[src/design/bpenv_pkg.sv]
// ---------------------------------------------------------------------------
// bpenv_pkg
// Shared constants, state type and controller/datapath interface structs
// for the breakpoint envelope lookup unit.
// ---------------------------------------------------------------------------
package bpenv_pkg;

  localparam int MAX_POINTS = 16;
  localparam int IDX_W      = (MAX_POINTS > 1) ? $clog2(MAX_POINTS) : 1;
  localparam int CNT_W      = $clog2(MAX_POINTS + 1);
  localparam int CFG_W      = 5;
  localparam int X_W        = 16;
  localparam int Y_W        = 16;
  localparam int FRAC_W     = 8;
  localparam int POS_W      = X_W + FRAC_W;
  localparam int PROD_W     = Y_W + POS_W;
  localparam int DIV_STEPS  = POS_W;
  localparam int DCNT_W     = $clog2(DIV_STEPS);
  localparam int ENTRY_W    = X_W + Y_W;

  localparam logic OP_WRITE = 1'b0;
  localparam logic OP_QUERY = 1'b1;

  typedef enum logic [2:0] {
    ST_IDLE,
    ST_SCAN,
    ST_MUL,
    ST_DIV,
    ST_FIN,
    ST_OUT
  } state_t;

  typedef enum logic [1:0] {
    RES_ZERO,
    RES_DATA_Y,
    RES_INTERP
  } res_sel_t;

  typedef struct packed {
    logic     wr_entry;
    logic     start_query;
    logic     scan_step;
    logic     take_diff;
    logic     mul_load;
    logic     div_step;
    logic     load_res;
    res_sel_t res_sel;
  } cmd_t;

  typedef struct packed {
    logic passed;
    logic last;
    logic first;
    logic n_zero;
    logic n_gt1;
    logic div_last;
  } stat_t;

endpackage

[src/design/bpenv_ram.sv]
// ---------------------------------------------------------------------------
// bpenv_ram
// Generic memory, one write port and one read port, registered read data.
// ---------------------------------------------------------------------------
module bpenv_ram #(
  parameter int WIDTH = 32,
  parameter int DEPTH = 16
) (
  input  logic                                        clk,
  input  logic                                        we,
  input  logic [((DEPTH > 1) ? $clog2(DEPTH) : 1)-1:0] waddr,
  input  logic [WIDTH-1:0]                            wdata,
  input  logic [((DEPTH > 1) ? $clog2(DEPTH) : 1)-1:0] raddr,
  output logic [WIDTH-1:0]                            rdata
);

  logic [WIDTH-1:0] mem [DEPTH];

  always_ff @(posedge clk) begin
    if (we) begin
      mem[waddr] <= wdata;
    end
    rdata <= mem[raddr];
  end

endmodule

[src/design/bpenv_ctrl.sv]
// ---------------------------------------------------------------------------
// bpenv_ctrl
// Sequencer for breakpoint writes and queries: scan, multiply, divide,
// result strobe.
// ---------------------------------------------------------------------------
module bpenv_ctrl (
  input  logic            clk,
  input  logic            rst_n,
  input  logic            start,
  input  logic            op,
  input  bpenv_pkg::stat_t stat,
  output bpenv_pkg::cmd_t  cmd,
  output logic            busy,
  output logic            out_valid
);
  import bpenv_pkg::*;

  state_t state_r, state_nxt;

  always_ff @(posedge clk) begin
    if (!rst_n) begin
      state_r <= ST_IDLE;
    end else begin
      state_r <= state_nxt;
    end
  end

  // next state
  always_comb begin
    state_nxt = state_r;
    case (state_r)
      ST_IDLE: begin
        if (start && op == OP_QUERY) begin
          state_nxt = stat.n_zero ? ST_OUT : ST_SCAN;
        end
      end
      ST_SCAN: begin
        if (stat.passed) begin
          if (stat.last) state_nxt = ST_OUT;
        end else if (stat.first) begin
          state_nxt = ST_OUT;
        end else begin
          state_nxt = ST_MUL;
        end
      end
      ST_MUL:  state_nxt = ST_DIV;
      ST_DIV: begin
        if (stat.div_last) state_nxt = ST_FIN;
      end
      ST_FIN:  state_nxt = ST_OUT;
      ST_OUT:  state_nxt = ST_IDLE;
      default: state_nxt = ST_IDLE;
    endcase
  end

  // outputs
  always_comb begin
    cmd       = '0;
    cmd.res_sel = RES_ZERO;
    busy      = (state_r != ST_IDLE);
    out_valid = (state_r == ST_OUT);
    case (state_r)
      ST_IDLE: begin
        if (start && op == OP_WRITE) begin
          cmd.wr_entry = 1'b1;
        end else if (start && op == OP_QUERY) begin
          if (stat.n_zero) begin
            cmd.load_res = 1'b1;
            cmd.res_sel  = RES_ZERO;
          end else begin
            cmd.start_query = 1'b1;
          end
        end
      end
      ST_SCAN: begin
        if (stat.passed) begin
          if (stat.last) begin
            // at or after the last breakpoint
            cmd.load_res = 1'b1;
            cmd.res_sel  = RES_DATA_Y;
          end else begin
            cmd.scan_step = 1'b1;
          end
        end else if (stat.first) begin
          // before the first breakpoint
          cmd.load_res = 1'b1;
          cmd.res_sel  = stat.n_gt1 ? RES_DATA_Y : RES_ZERO;
        end else begin
          cmd.take_diff = 1'b1;
        end
      end
      ST_MUL: cmd.mul_load = 1'b1;
      ST_DIV: cmd.div_step = 1'b1;
      ST_FIN: begin
        cmd.load_res = 1'b1;
        cmd.res_sel  = RES_INTERP;
      end
      ST_OUT: ;
      default: ;
    endcase
  end

endmodule

[src/design/bpenv_dp.sv]
// ---------------------------------------------------------------------------
// bpenv_dp
// Datapath: breakpoint table, point count register, scan compare,
// interpolation multiply and bit-serial restoring divide.
// ---------------------------------------------------------------------------
module bpenv_dp (
  input  logic                              clk,
  input  logic                              rst_n,
  input  bpenv_pkg::cmd_t                   cmd,
  input  logic                              cfg_write_en,
  input  logic [bpenv_pkg::CFG_W-1:0]       cfg_write_data,
  input  logic [3:0]                        in_point_index,
  input  logic [bpenv_pkg::X_W-1:0]         in_point_x,
  input  logic [bpenv_pkg::Y_W-1:0]         in_point_y,
  input  logic [bpenv_pkg::POS_W-1:0]       in_query_position,
  output bpenv_pkg::stat_t                  stat,
  output logic [bpenv_pkg::POS_W-1:0]       value
);
  import bpenv_pkg::*;

  logic [CFG_W-1:0]   count_r;
  logic [CNT_W-1:0]   n_act;
  logic [IDX_W-1:0]   cnt_r;
  logic [POS_W-1:0]   pos_r;
  logic [X_W-1:0]     x0_r;
  logic [Y_W-1:0]     y0_r;
  logic [X_W-1:0]     dx_r;
  logic [Y_W-1:0]     dy_r;
  logic [POS_W-1:0]   d_r;
  logic               neg_r;
  logic [Y_W-1:0]     rem_r;
  logic [POS_W-1:0]   qd_r;
  logic [DCNT_W-1:0]  dcnt_r;
  logic [POS_W-1:0]   value_r;

  logic               ram_we;
  logic [IDX_W-1:0]   raddr;
  logic [ENTRY_W-1:0] rdata;
  logic [X_W-1:0]     rd_x;
  logic [Y_W-1:0]     rd_y;
  logic [PROD_W-1:0]  prod;
  logic [Y_W:0]       trial;
  logic               trial_ge;
  logic [POS_W-1:0]   base;
  logic [POS_W-1:0]   interp;

  always_ff @(posedge clk) begin
    if (!rst_n) begin
      count_r <= '0;
    end else if (cfg_write_en) begin
      count_r <= cfg_write_data;
    end
  end

  always_comb begin
    if (int'(count_r) > MAX_POINTS) n_act = CNT_W'(MAX_POINTS);
    else                           n_act = CNT_W'(count_r);
  end

  // slots beyond the table are dropped
  assign ram_we = cmd.wr_entry && (int'(in_point_index) < MAX_POINTS);
  assign raddr  = cmd.scan_step ? IDX_W'(cnt_r + 1'b1) : '0;

  bpenv_ram #(
    .WIDTH (ENTRY_W),
    .DEPTH (MAX_POINTS)
  ) u_table (
    .clk   (clk),
    .we    (ram_we),
    .waddr (IDX_W'(in_point_index)),
    .wdata ({in_point_x, in_point_y}),
    .raddr (raddr),
    .rdata (rdata)
  );

  assign rd_x = rdata[ENTRY_W-1:Y_W];
  assign rd_y = rdata[Y_W-1:0];

  assign stat.passed   = ({rd_x, FRAC_W'(0)} <= pos_r);
  assign stat.last     = (CNT_W'(cnt_r) + CNT_W'(1) == n_act);
  assign stat.first    = (cnt_r == '0);
  assign stat.n_zero   = (n_act == '0);
  assign stat.n_gt1    = (n_act > CNT_W'(1));
  assign stat.div_last = (dcnt_r == DCNT_W'(DIV_STEPS - 1));

  assign prod     = dy_r * d_r;
  assign trial    = {rem_r, qd_r[POS_W-1]};
  assign trial_ge = (trial >= {1'b0, dx_r});

  assign base = {y0_r, FRAC_W'(0)};
  always_comb begin
    if (neg_r) begin
      interp = (qd_r > base) ? '0 : base - qd_r;
    end else begin
      interp = base + qd_r;
    end
  end

  always_ff @(posedge clk) begin
    if (!rst_n) begin
      cnt_r  <= '0;
      dcnt_r <= '0;
    end else begin
      if (cmd.start_query) cnt_r <= '0;
      else if (cmd.scan_step) cnt_r <= IDX_W'(cnt_r + 1'b1);
      if (cmd.mul_load) dcnt_r <= '0;
      else if (cmd.div_step) dcnt_r <= DCNT_W'(dcnt_r + 1'b1);
    end
  end

  always_ff @(posedge clk) begin
    if (cmd.start_query) pos_r <= in_query_position;
    if (cmd.scan_step) begin
      x0_r <= rd_x;
      y0_r <= rd_y;
    end
    if (cmd.take_diff) begin
      dx_r  <= rd_x - x0_r;
      neg_r <= (rd_y < y0_r);
      dy_r  <= (rd_y < y0_r) ? y0_r - rd_y : rd_y - y0_r;
      d_r   <= pos_r - {x0_r, FRAC_W'(0)};
    end
    // quotient fits POS_W bits, so the top part of the product starts as remainder
    if (cmd.mul_load) begin
      rem_r <= prod[PROD_W-1:POS_W];
      qd_r  <= prod[POS_W-1:0];
    end else if (cmd.div_step) begin
      rem_r <= trial_ge ? Y_W'(trial - {1'b0, dx_r}) : trial[Y_W-1:0];
      qd_r  <= {qd_r[POS_W-2:0], trial_ge};
    end
    if (cmd.load_res) begin
      case (cmd.res_sel)
        RES_ZERO:   value_r <= '0;
        RES_DATA_Y: value_r <= {rd_y, FRAC_W'(0)};
        RES_INTERP: value_r <= interp;
        default:    value_r <= '0;
      endcase
    end
  end

  assign value = value_r;

endmodule

[src/design/breakpoint_envelope_lookup_unit.sv]
// ---------------------------------------------------------------------------
// breakpoint_envelope_lookup_unit
// Breakpoint table with piecewise linear lookup in 16.8 fixed point.
// ---------------------------------------------------------------------------
// usage:
//   a command transfers at a clock edge with start high and busy low.
//   in_operation low writes (in_point_x, in_point_y) into slot in_point_index;
//   busy stays low during the write and no result follows.
//   in_operation high evaluates the envelope at in_query_position; busy is
//   high until the result, which appears on out_envelope_value with out_valid
//   high for exactly one cycle. the receiver cannot stall, so it must take it.
//   cfg_write_en / cfg_write_data set the number of breakpoints in use; write
//   it only while busy is low.
// sequence: the scan reads one table entry per cycle from the breakpoint ram,
//   examining 1 to 16 entries. a clamp result strobes the cycle after the
//   scan; an interpolation adds the multiply state, the bit-serial divide
//   and a final add before the strobe. with no points in use the strobe
//   comes in the next cycle. busy drops after the strobe, and writes can
//   follow every cycle.
// reset: synchronous, active low; clears the point count and the sequencer.
//   the table itself is not cleared, so slots must be written before use.
// ---------------------------------------------------------------------------
module breakpoint_envelope_lookup_unit (
  input  logic                        clk,
  input  logic                        rst_n,
  input  logic                        start,
  output logic                        busy,
  input  logic                        in_operation,
  input  logic [3:0]                  in_point_index,
  input  logic [bpenv_pkg::X_W-1:0]   in_point_x,
  input  logic [bpenv_pkg::Y_W-1:0]   in_point_y,
  input  logic [bpenv_pkg::POS_W-1:0] in_query_position,
  input  logic                        cfg_write_en,
  input  logic [bpenv_pkg::CFG_W-1:0] cfg_write_data,
  output logic                        out_valid,
  output logic [bpenv_pkg::POS_W-1:0] out_envelope_value
);
  import bpenv_pkg::*;

  cmd_t  cmd;
  stat_t stat;

  bpenv_ctrl u_ctrl (
    .clk       (clk),
    .rst_n     (rst_n),
    .start     (start),
    .op        (in_operation),
    .stat      (stat),
    .cmd       (cmd),
    .busy      (busy),
    .out_valid (out_valid)
  );

  bpenv_dp u_dp (
    .clk               (clk),
    .rst_n             (rst_n),
    .cmd               (cmd),
    .cfg_write_en      (cfg_write_en),
    .cfg_write_data    (cfg_write_data),
    .in_point_index    (in_point_index),
    .in_point_x        (in_point_x),
    .in_point_y        (in_point_y),
    .in_query_position (in_query_position),
    .stat              (stat),
    .value             (out_envelope_value)
  );

endmodule
[config.mk]
export PLATFORM = sky130hd
export DESIGN_NAME = breakpoint_envelope_lookup_unit
export DESIGN_NICKNAME = d
export VERILOG_FILES = /design/src/design/bpenv_pkg.sv /design/src/design/bpenv_ram.sv /design/src/design/bpenv_ctrl.sv /design/src/design/bpenv_dp.sv /design/src/design/breakpoint_envelope_lookup_unit.sv
export SDC_FILE = /design/constraint.sdc
export NUM_CORES = 2
export LEC_CHECK = 0
export ABC_AREA = 1
export BUFFER_PORTS_ARGS = -buffer_cell sky130_fd_sc_hd__buf_2
export CORE_ASPECT_RATIO = 0.9
export CORE_MARGIN = 2
export CORE_UTILIZATION = 58
export DETAILED_ROUTE_END_ITERATION = 8
export MAX_ROUTING_LAYER = met4
export PLACE_DENSITY = 0.75
export SLEW_MARGIN = 20
export SYNTH_ARGS = -nofsm -noshare
export SYNTH_HDL_FRONTEND = slang
export SYNTH_SLANG_ARGS = --single-unit
[constraint.sdc]
create_clock -name clk -period 7.09 [get_ports clk]
set_clock_uncertainty 0.2 [all_clocks]
set_input_delay 0.709 -clock clk [delete_from_list [all_inputs] [get_ports clk]]
set_output_delay 0.709 -clock clk [all_outputs]
set_load 0.005 [all_outputs]
Yosys cells after proc, flatten, opt, wreduce, memory -nomap -nowiden
Memory sizes are Yosys's and may differ from the RTL's. A register that Yosys moved wholly into a read port is not among the register bits. Cells that the tools add are included.

Magnitude comparators: 6. Reductions and logical operators: 10. $mul: 1. Muxes and demuxes: 40. Bitwise operators: 2. Equality and inequality tests: 12. Add/sub/neg operators: 10.

Operators by type and width (count): $mux 24 (4); $mux 16 (4); $sub 16x16->16 (4); $pmux 24 s2 (1); $sub 24x24->24 (2); $mul 16x24->40 (1); $mux 3 (12); $add 24x24->24 (1); $gt 24x24->1 (1); $le 24x24->1 (1); $ge 17x16->1 (1); $lt 16x16->1 (1); $pmux 3 s5 (1); $mux 1 (13); $pmux 3 s3 (1); $eq 3x2->1 const B (2); $eq 3x3->1 const B (2); $add 4x1->5 const B (1); $add 5x1->5 const B (1); $eq 5x5->1 (1); $eq 5x5->1 const B (1); $gt 5x1->1 const B (1); $gt 5x5->1 const B (1); $logic_not 5->1 (1); 18 further kinds (22).

Logic and storage cells: 96. Memories: 1. Input bits: 70. Bits in writable memories: 512. Bits in registers: 194. Output and inout bits: 26.

Memories: u_dp.u_table.mem (depth 16, width 32, rd ports 1, clocked after Yosys merged registers in 1, write ports 1, RTL line bpenv_ram.sv:17) `logic [WIDTH-1:0] mem [DEPTH];`.

Logic depth before layout (Yosys ltp)
Word-level depth: 9. Gate-level depth with buffers: 28. Mapped depth without buffers: 26.

By module
Synthesis repeated with hierarchy kept, for this count alone.

Cells, all modules: 5833. Area, all modules: 50488.4 µm².

Modules (own cells, without submodules): bpenv_dp (area each 27457.6 µm², cells an instance 3663, instances 1, sequential area each 5595.4 µm²); bpenv_ram (area each 22730.6 µm², cells an instance 2120, instances 1, sequential area each 16015.4 µm²); bpenv_ctrl (area each 300.3 µm², cells an instance 50, instances 1, sequential area each 60.1 µm²).

Worst setup path before layout
Ideal clock, no wire load.

Kind: register -> register. Start point: reg u_dp.d_r[16]. End point: reg u_dp.rem_r[8], data pin. Data arrival time: 5.587 ns. Path slack: 1.050 ns. Required time: 6.637 ns. Clock period less this slack: 6.040 ns. Library setup time: 0.253 ns. Cell stages (with the launch flop): 21. Buffers on the path: 2. Cells stage by stage: edfxtp_1 > clkbuf_1 > clkbuf_1 > nand2_1 > fa_1 > inv_1 > fa_1 > fa_1 > fa_1 > fa_1 > inv_1 > fa_1 > inv_1 > ha_1 > a21o_1 > or2_2 > a21o_1 > a221oi_1 > nand3b_1 > nand3_1 > nand2_1.

Word-level cells in the longest chain between the ends: 2.

RTL lines: from (decl) (RTL line bpenv_dp.sv:29) `logic [POS_W-1:0] d_r;`; from (signal assigned) (RTL line bpenv_dp.sv:121) `d_r <= pos_r - {x0_r, FRAC_W'(0)};`; $mul 16x24->40 (RTL line bpenv_dp.sv:86) `assign prod = dy_r * d_r;`; $mux 16 (RTL line bpenv_dp.sv:124) `if (cmd.mul_load) begin`; to (signal assigned) (RTL line bpenv_dp.sv:125) `rem_r <= prod[PROD_W-1:POS_W];`; to (signal assigned) (RTL line bpenv_dp.sv:128) `rem_r <= trial_ge ? Y_W'(trial - {1'b0, dx_r}) : trial[Y_W-1:0];`; to (decl) (RTL line bpenv_dp.sv:31) `logic [Y_W-1:0] rem_r;`.

Every way passes these cells. A chain may end at the register's enable or synchronous reset.

Final worst setup path
Start point: reg u_dp.dy_r[1]. End point: reg u_dp.rem_r[12], data pin.

Word-level cells in the longest chain between the ends: 2.

RTL lines: from (decl) (RTL line bpenv_dp.sv:28) `logic [Y_W-1:0] dy_r;`; from (signal assigned) (RTL line bpenv_dp.sv:120) `dy_r <= (rd_y < y0_r) ? y0_r - rd_y : rd_y - y0_r;`; $mul 16x24->40 (RTL line bpenv_dp.sv:86); $mux 16 (RTL line bpenv_dp.sv:124).

Every way passes these cells.

==> reports/results.tsv <==
stage	metric	value	unit
detailed_routing	first_pass_iters	6	
detailed_routing	wl_per_cell	20.3	um
logic_synthesis	synth_seq_cells	738	
logic_synthesis	yosys-top-cells-area	edfxtp_1 42%, fa_1 13%, nand2_1 9.3%, inv_1 9.0%, ha_1 6.1%	
sta	max_slew_margin	29.3	%
logic_synthesis	syn_nets	6182	
power_and_ir_drop	total_power	0.0179	W
detailed_routing	viasPerCell	5.65	
sta	period_share	95.6	%
sta	fmax	148	MHz
sta	layout_min_cycle_time	6.78	ns
sta	final_max_slew_viol_count	0	
power_and_ir_drop	p_leak	25.5	nW
sta	finalWorstSetupSlack	0.311	ns
placed_design	dp_hpwl	91900	um
global_route	antenna_found_initial	11	
cts	cts_tree	built	
cts	cts_hold_buf	5	
logic_synthesis	synth_top_cell_by_area	edfxtp_1	
worst_setup_path	setup.worst_path.class	reg -> reg	
logic_synthesis	syn_inst	5558	
logic_synthesis	ys_top_cells_by_count	1226 x nand2_1, 1182 x inv_1, 689 x edfxtp_1, 439 x nand3_1, 427 x nor2_1	
global_route	grt_usage	32.4	%
cts	cts_buffer_depth	3	
logic_synthesis	synth_top_area_share	41.8	%
logic_synthesis	async_reset_ff_share	0	%
logic_synthesis	ys_seq_area_share	43.8	%
worst_setup_path	cpMostUsedCell	inv_1	
placed_design	postPlaceCellArea	51200	sq um
placed_design	pre_cts_ws	0.401	ns
logic_synthesis	ys_warn_count	0	
die	num_rows	101	
global_route	grt_pass1_vias	37100	
min_path	min_path_type	in -> reg	
worst_setup_path	crit_slowest_cell	edfxtp_1	
outcome	status	complete, no violations	
finish	final_area	53800	sq um
cts	root_buffer	clkbuf_16	
detailed_routing	vias	38300	
cts	path_clk_slew	0.07	ns
global_route	global_route.overflow_total	0	
power_and_ir_drop	ir_worst_vdd	0.000370	V
detailed_routing	ant_nets	0	
finish	drive_gt1_share	5.98	%
worst_setup_path	critPathArrivalTime	6.98	ns
finish	nets	6195	
placed_design	dp.cells	6618	
sta	setup_tns	0	ns
cts	cts.sinks	738	
detailed_routing	drt_iter0_drc	4350	
logic_synthesis	avgSynthCellArea	8.91	sq um
worst_setup_path	critPathMaxStageDelay	0.67	ns
sta	finalHoldViolCount	0	
cts	cts_max_level	3	
worst_setup_path	crit_family	adder cells	
worst_setup_path	crit_fanout	14	
die	dieArea	87700	sq um
worst_setup_path	end_kind	flop	
worst_setup_path	cp_num_buf_inv	8	
global_route	grt_max_degree	162	
power_and_ir_drop	p_per_area	332	nW/um^2
logic_synthesis	netlist_area	49500	sq um
finish	synthToLayoutAreaGrowth	8.68	%
logic_synthesis	synth.most_common_cell	nand2_1	
die	num_io_pins	96	
flow_run	drv_cap	0	
detailed_routing	drc_errors	0	
die	dieHeight	281	um
sta	worst_pin_slew	1.06	ns
sta	setup_viol	0	
die	die_x	312	um
die	core	84400	sq um
logic_synthesis	synthFlopType	edfxtp_1	
cts	insertion_delay	0.66	ns
cts	post-cts-setup-buffer-count	0	
finish	finalNonFillerCells	6775	
logic_synthesis	yosysUniqueCellTypes	48	
logic_synthesis	synth-edff-count	689	
placed_design	gp_congestion	0.978	
cts	numCtsBuffers	79	
global_route	grt_pass1_wl	212000	um
die	initial_utilization	58.7	%
detailed_routing	wl	137000	um
cts	cts-resized-gates	0	
sta	rsz0062_at_grt	no	
placed_design	port_buffers	95	
worst_setup_path	crit_path_start_kind	flop	
worst_setup_path	cp_data_required_time	7.29	ns
## metal layers
metal | track usage (%) | part of all wire (%) | up-vias
li1 | - | - | 17700
met1 | 45.1 | 42 | 18300
met2 | 49.2 | 45 | 2040
met3 | 4.92 | 9.9 | 307
met4 | 10.9 | 3.2 | 0
met5 | - | 0 | -
## report_power, final
group / internal (W) / switching (W) / total (W)
clock network: 0.00236 / 0.00177 / 0.00413
logic: 0.00267 / 0.00575 / 0.00841
registers: 0.00513 / 0.000210 / 0.00534
total: 0.0102 / 0.00772 / 0.0179
## flip-flops by register name (all words and copies together) (netlist names)
register,count
u_dp.neg_r,1
u_dp.u_table.rdata,32
u_dp.u_table.mem,512
u_ctrl.state_r,3
u_dp.qd_r,24
u_dp.count_r,5
u_dp.dx_r,16
u_dp.dy_r,16
u_dp.rem_r,16
u_dp.cnt_r,4
u_dp.value,24
u_dp.x0_r,16
u_dp.pos_r,24
u_dp.dcnt_r,5
u_dp.d_r,24
u_dp.y0_r,16
## cell type report
| class | count | area (sq um) |
|---|---|---|
| timing repair buffer | 180 | 1190 |
| inverter | 1189 | 4470 |
| sequential | 738 | 21700 |
| tap | 1133 | 1420 |
| clock inverter | 43 | 444 |
| antenna | 7 | 17.5 |
| clock buffer | 102 | 2120 |
| multi-input combinational | 3383 | 22500 |
| fill | 6938 | 30600 |
## worst paths after layout
check / from / end / slack (ns) / depth (start not counted)
worst min register to register: u_dp.pos_r[1]$_DFFE_PP_ / u_dp.d_r[1]$_DFFE_PP_ / 0.27 / 0
worst max-delay path: u_dp.dy_r[1]$_DFFE_PP_ / u_dp.rem_r[12]$_DFFE_PP_ / 0.31 / 25
worst max register to register: u_dp.dy_r[1]$_DFFE_PP_ / u_dp.rem_r[12]$_DFFE_PP_ / 0.31 / 25
worst min-delay path: in_query_position[5] / u_dp.pos_r[5]$_DFFE_PP_ / 0.03 / 1
## kinds of logic after synthesis
kind of cell | after synthesis | share of synthesized area, %
and+or+nand+nor | 2338 | 20.1
muxes | 1 | 0.0202
buffers and inverters | 1437 | 11.2
AOI/OAI and AO/OA | 395 | 4.49
xor gates and xnor gates | 95 | 1.70
adders and majority gates | 554 | 18.7
DFF | 738 | 43.8
## stage by stage
stage | util (%) | hold WS [ns]
after CTS | 63.7 | 0.000208
after floorplan | - | 0.227
after detailed placement | 60.6 | 0.259
after global routing | 63.7 | 0.0192
after global placement | 60.6 | 0.249
final | 63.8 | 0.0334
## cells in the final DEF, fill, tap and decap left out, types with 6 or more instances in the layout
cell,netlist,final
a221oi_1,7,7
nand4_1,185,185
o21ai_0,140,140
bufinv_16,0,6
nand2_1,1226,1223
buf_2,88,95
diode_2,0,7
a21oi_1,157,157
o21a_1,7,7
inv_2,5,6
clkbuf_16,0,80
xnor2_1,31,31
nand3b_1,17,17
nor2_1,427,408
ha_1,242,242
nor2_4,2,21
a21boi_0,7,7
o21ai_1,6,6
buf_4,4,75
o21bai_1,14,14
inv_1,1182,1180
nand3_1,439,437
dfxtp_1,49,49
o211ai_1,10,10
fa_1,312,312
clkinv_1,2,13
o31ai_1,7,7
clkinv_2,0,11
nor3_1,28,27
xor2_1,63,63
a31oi_1,9,9
edfxtp_1,689,689
clkbuf_1,146,18
a21o_1,18,18
clkinvlp_4,0,6
(Power assumes the default switching activity.)
